[src/hdl/srsb_ram.sv]
// Generic single-write, single-read synchronous RAM with registered read data.
`default_nettype none
module srsb_ram #(
  parameter int unsigned WIDTH = 8,
  parameter int unsigned DEPTH = 256
) (
  input  wire logic                     clk,
  input  wire logic                     we,
  input  wire logic [$clog2(DEPTH)-1:0] waddr,
  input  wire logic [WIDTH-1:0]         wdata,
  input  wire logic [$clog2(DEPTH)-1:0] raddr,
  output logic      [WIDTH-1:0]         rdata
);

  logic [WIDTH-1:0] mem [DEPTH];

  always_ff @(posedge clk) begin
    if (we) begin
      mem[waddr] <= wdata;
    end
    rdata <= mem[raddr];
  end

endmodule
`default_nettype wire

[config.mk]
export PLATFORM = sky130hd
export DESIGN_NAME = srsb_ram
export DESIGN_NICKNAME = d
export VERILOG_FILES = /design/src/hdl/srsb_ram.sv
export SDC_FILE = /design/constraint.sdc
export NUM_CORES = 2
export LEC_CHECK = 0
export BUFFER_PORTS_ARGS = -buffer_cell sky130_fd_sc_hd__buf_4
export CORE_MARGIN = 5
export CORE_UTILIZATION = 25
export CTS_CLUSTER_SIZE = 12
export DETAILED_ROUTE_END_ITERATION = 10
export GPL_TIMING_DRIVEN = 0
export RECOVER_POWER = 50
export SYNTH_ARGS = -nofsm -noshare
export SYNTH_HDL_FRONTEND = slang
export SYNTH_SLANG_ARGS = --single-unit
[constraint.sdc]
create_clock -name clk -period 5.95 [get_ports clk]
set_input_delay 0.2975 -clock clk [delete_from_list [all_inputs] [get_ports clk]]
set_output_delay 0.2975 -clock clk [all_outputs]
set_load 0.005 [all_outputs]
==> summary.md <==
| Metric | Value |
|---|---|
| Status | `finished, violations left` |
| Failing checks | `capacitance limit, slew limit` |
| Pwr Density | `326 nW/um^2` |
| Crit path time final | `4950 ps` |
| FF-to-FF Start | `mem[80][3]` |
| Chip width | `574 um` |
| Final Hold Fails | `0` |
| Leak pwr | `27.3 nW` |
| Cell Rows | `207` |
| Crit path launch type | `primary input` |
| Worst Slack Setup Final | `1000 ps` |
| Critical-path cell list | `dlygate4sd3_1, clkdlybuf4s25_1` |
| Routed WL | `245,000 um` |
| Area after DPL | `85,400 um^2` |
| Worst Path Required | `5820 ps` |
| Maximum vdd drop | `0.273 mV` |
| H-tree Lvls | `4` |
| Commonest cells post-synth | `edfxtp_1 (2,048), mux4_2 (454), nor2_1 (282)` |
| Worst setup path class | `primary input to flip-flop` |
| Worst path arrival time | `4820 ps` |
| Syn. warnings | `0` |
| RSZ-0062 raised after global routing | `false` |
| Mapped cell area | `79,600 um^2` |
| Number of setup buffers added after CTS | `0` |
| Critical path's top delay family | `buffers and inverters` |
| Vias per cell | `4.95` |
| Crit-path max cell delay | `3620 ps` |
| Slew Viols, Final | `1,097` |
| DR iter-0 viols | `5,835` |
| Total CTS buffers | `208` |
| Fin nets | `4,018` |
| Seq/Total Area, Yosys | `0.775` |
| Synthesized area per cell | `21.3 um^2` |
| Share of cells above drive strength 1 | `0.211` |
| Top FF cell, synth | `edfxtp_1` |
| GRT overflow | `0` |
| Clock latency on the worst-skew pair | `850 ps` |
| Initial antenna violation count | `28` |
| Synth Register Bits | `2,056` |
| Count leader, synth | `edfxtp_1` |
| Largest net degree at the start of global routing | `146` |
| Synth area leader | `edfxtp_1` |
| DIE AREA | `330,000 um^2` |
| Setup WS pre-CTS | `565 ps` |
| Worst Hold Class | `primary input to flip-flop` |
| Cell variety after synth | `55` |
| Number of fill cells | `30,900` |
| Crit share post-route | `0.832` |
| Root Buffer | `clkbuf_16` |
| Crit path capture type | `flip-flop` |
| Relative slew margins | `-2.56` |
| HPWL Detailed | `163,000 um` |
| Worst Path Max Fanout | `115` |
| Vias | `41,300` |
| Floorplan core area | `318,000 um^2` |
| Sum Neg Setup Slack | `0 ps` |
| Maximum buffer depth of the clock tree | `3` |
| Gate Count Post-Synth | `3,733` |
| CTS clk-pin slew, worst paths | `60 ps` |
| # setup viols final | `0` |
| Synth top area share | `0.773` |
| Sinks on Clock Net | `2,056` |
| Actual slew at the worst max-slew pin | `5330 ps` |
| CP max-delay cell | `clkdlybuf4s25_1` |
| Number of global-route vias before repair | `40,600` |
| Synth-to-layout area growth | `15.0%` |
| I/O pins | `34` |
| Top cells by area, synth | `edfxtp_1 (77%), mux4_2 (13%), mux2i_1 (1.7%), nor2_1 (1.3%), a22oi_1 (1.3%)` |
| DR pass1 iterations | `6` |
| All-Layer GR Usage | `0.144` |
| Clock skew | `27.9 ps` |
| Residual DRC count | `0` |
| Asr flop ratio synth | `0` |
| Crit path from | `wdata[5]` |
| RD Place Congestion | `0.940` |
| Post-DR wirelength/cell | `29.4 um` |
| IO Port Bufs | `26` |
| Post-Layout Inst Area | `91,500 um^2` |
| Min-delay src | `waddr[4]` |
| Initial Utilization | `0.251` |
| Post-route ant nets | `0` |
| First-pass GRT wire length | `333,000 um` |
| Die Y | `574 um` |
| Max Fclk | `202 MHz` |
| Syn nets | `3,759` |
| CP bufs+invs | `2` |
| CTS tree | `yes` |
| Max Cap Viol | `15` |
| Post-synth EDFFs | `2,048` |
[timing repair]
action,in CTS,in global routing
hold buffers,8,0
gates resized for setup,0,0
endpoints found under the hold margin,260,0
[metrics by stage]
stage / power, mW / instances / utilization / hold slack [ps]
after global routing: 30.6 / 8324 / 0.288 / 330
after global placement: 18.0 / 7939 / 0.268 / 692
after detailed placement: 18.0 / 7953 / 0.269 / 684
after CTS: 29.9 / 8318 / 0.288 / 240
final: 29.8 / 8330 / 0.288 / 305
after floorplan: 17.1 / 3733 / - / 396
[cell families after synthesis]
family	share of synthesized area
and+or+nand+nor	0.0263
DFF	0.775
AOI/OAI and AO/OA	0.0342
buffers and inverters	0.0183
muxes	0.146
[cells in the final DEF (no fill, tap or decap), drive strengths merged, types with 8 or more instances in the layout]
master / n
a211oi: 16
a21oi: 96
a221oi: 14
a22o: 8
a22oi: 133
buf: 143
clkbuf: 408
clkinv: 61
dfxtp: 8
diode: 11
dlygate4sd3: 8
edfxtp: 2048
inv: 10
mux2i: 134
mux4: 456
nand2: 33
nand2b: 8
nand3: 34
nand4: 10
nor2: 282
nor2b: 31
nor3: 22
nor4: 27
o211ai: 10
o21ai: 12
o221ai: 47
o22ai: 28
[where the power goes]
part / internal [mW] / total [mW] / leakage (nW) / switching (mW)
clock network: 6.63 / 12.1 / 2.96 / 5.45
registers: 16.0 / 16.0 / 18.5 / 0.0102
logic: 0.516 / 1.73 / 5.83 / 1.21
total: 23.1 / 29.8 / 27.3 / 6.67
[worst paths after layout]
path	endpoint	slack [ps]	cells after the start
worst min register to register	rdata[7]	1570	5
worst min-delay path	mem[116][5]	300	3
worst max register to register	rdata[3]	2330	6
worst max-delay path	mem[150][5]	1000	2
[registers in the layout, indices dropped and copies added, names as in the netlist]
signal	cells
mem	2048
rdata	8
[routing by layer]
| metal | routed length, um | track usage | share of wire | up-vias |
|---|---|---|---|---|
| met2 | 114000 | 0.225 | 0.46 | 2566 |
| met4 | 11900 | 0.0653 | 0.049 | 8 |
| met1 | 92000 | 0.183 | 0.38 | 22000 |
| li1 | - | - | - | 16200 |
| met3 | 27300 | 0.0448 | 0.11 | 481 |
| met5 | 46 | 0 | 0.00019 | - |
[cell type report]
class | instances | area, um^2 | area share
Multi-Input combinational cell | 1442 | 16400 | 0.180
Sequential cell | 2056 | 61700 | 0.674
Antenna cell | 11 | 27.5 | 0.000301
Timing Repair Buffer | 49 | 524 | 0.00573
Tap cell | 4180 | 5230 | 0.0572
Clock inverter | 76 | 629 | 0.00688
Inverter | 2 | 7.51 | 0.0000820
Buffer | 233 | 1480 | 0.0162
Clock buffer | 281 | 5500 | 0.0601
No activity file was read; power rests on OpenSTA's default activity.
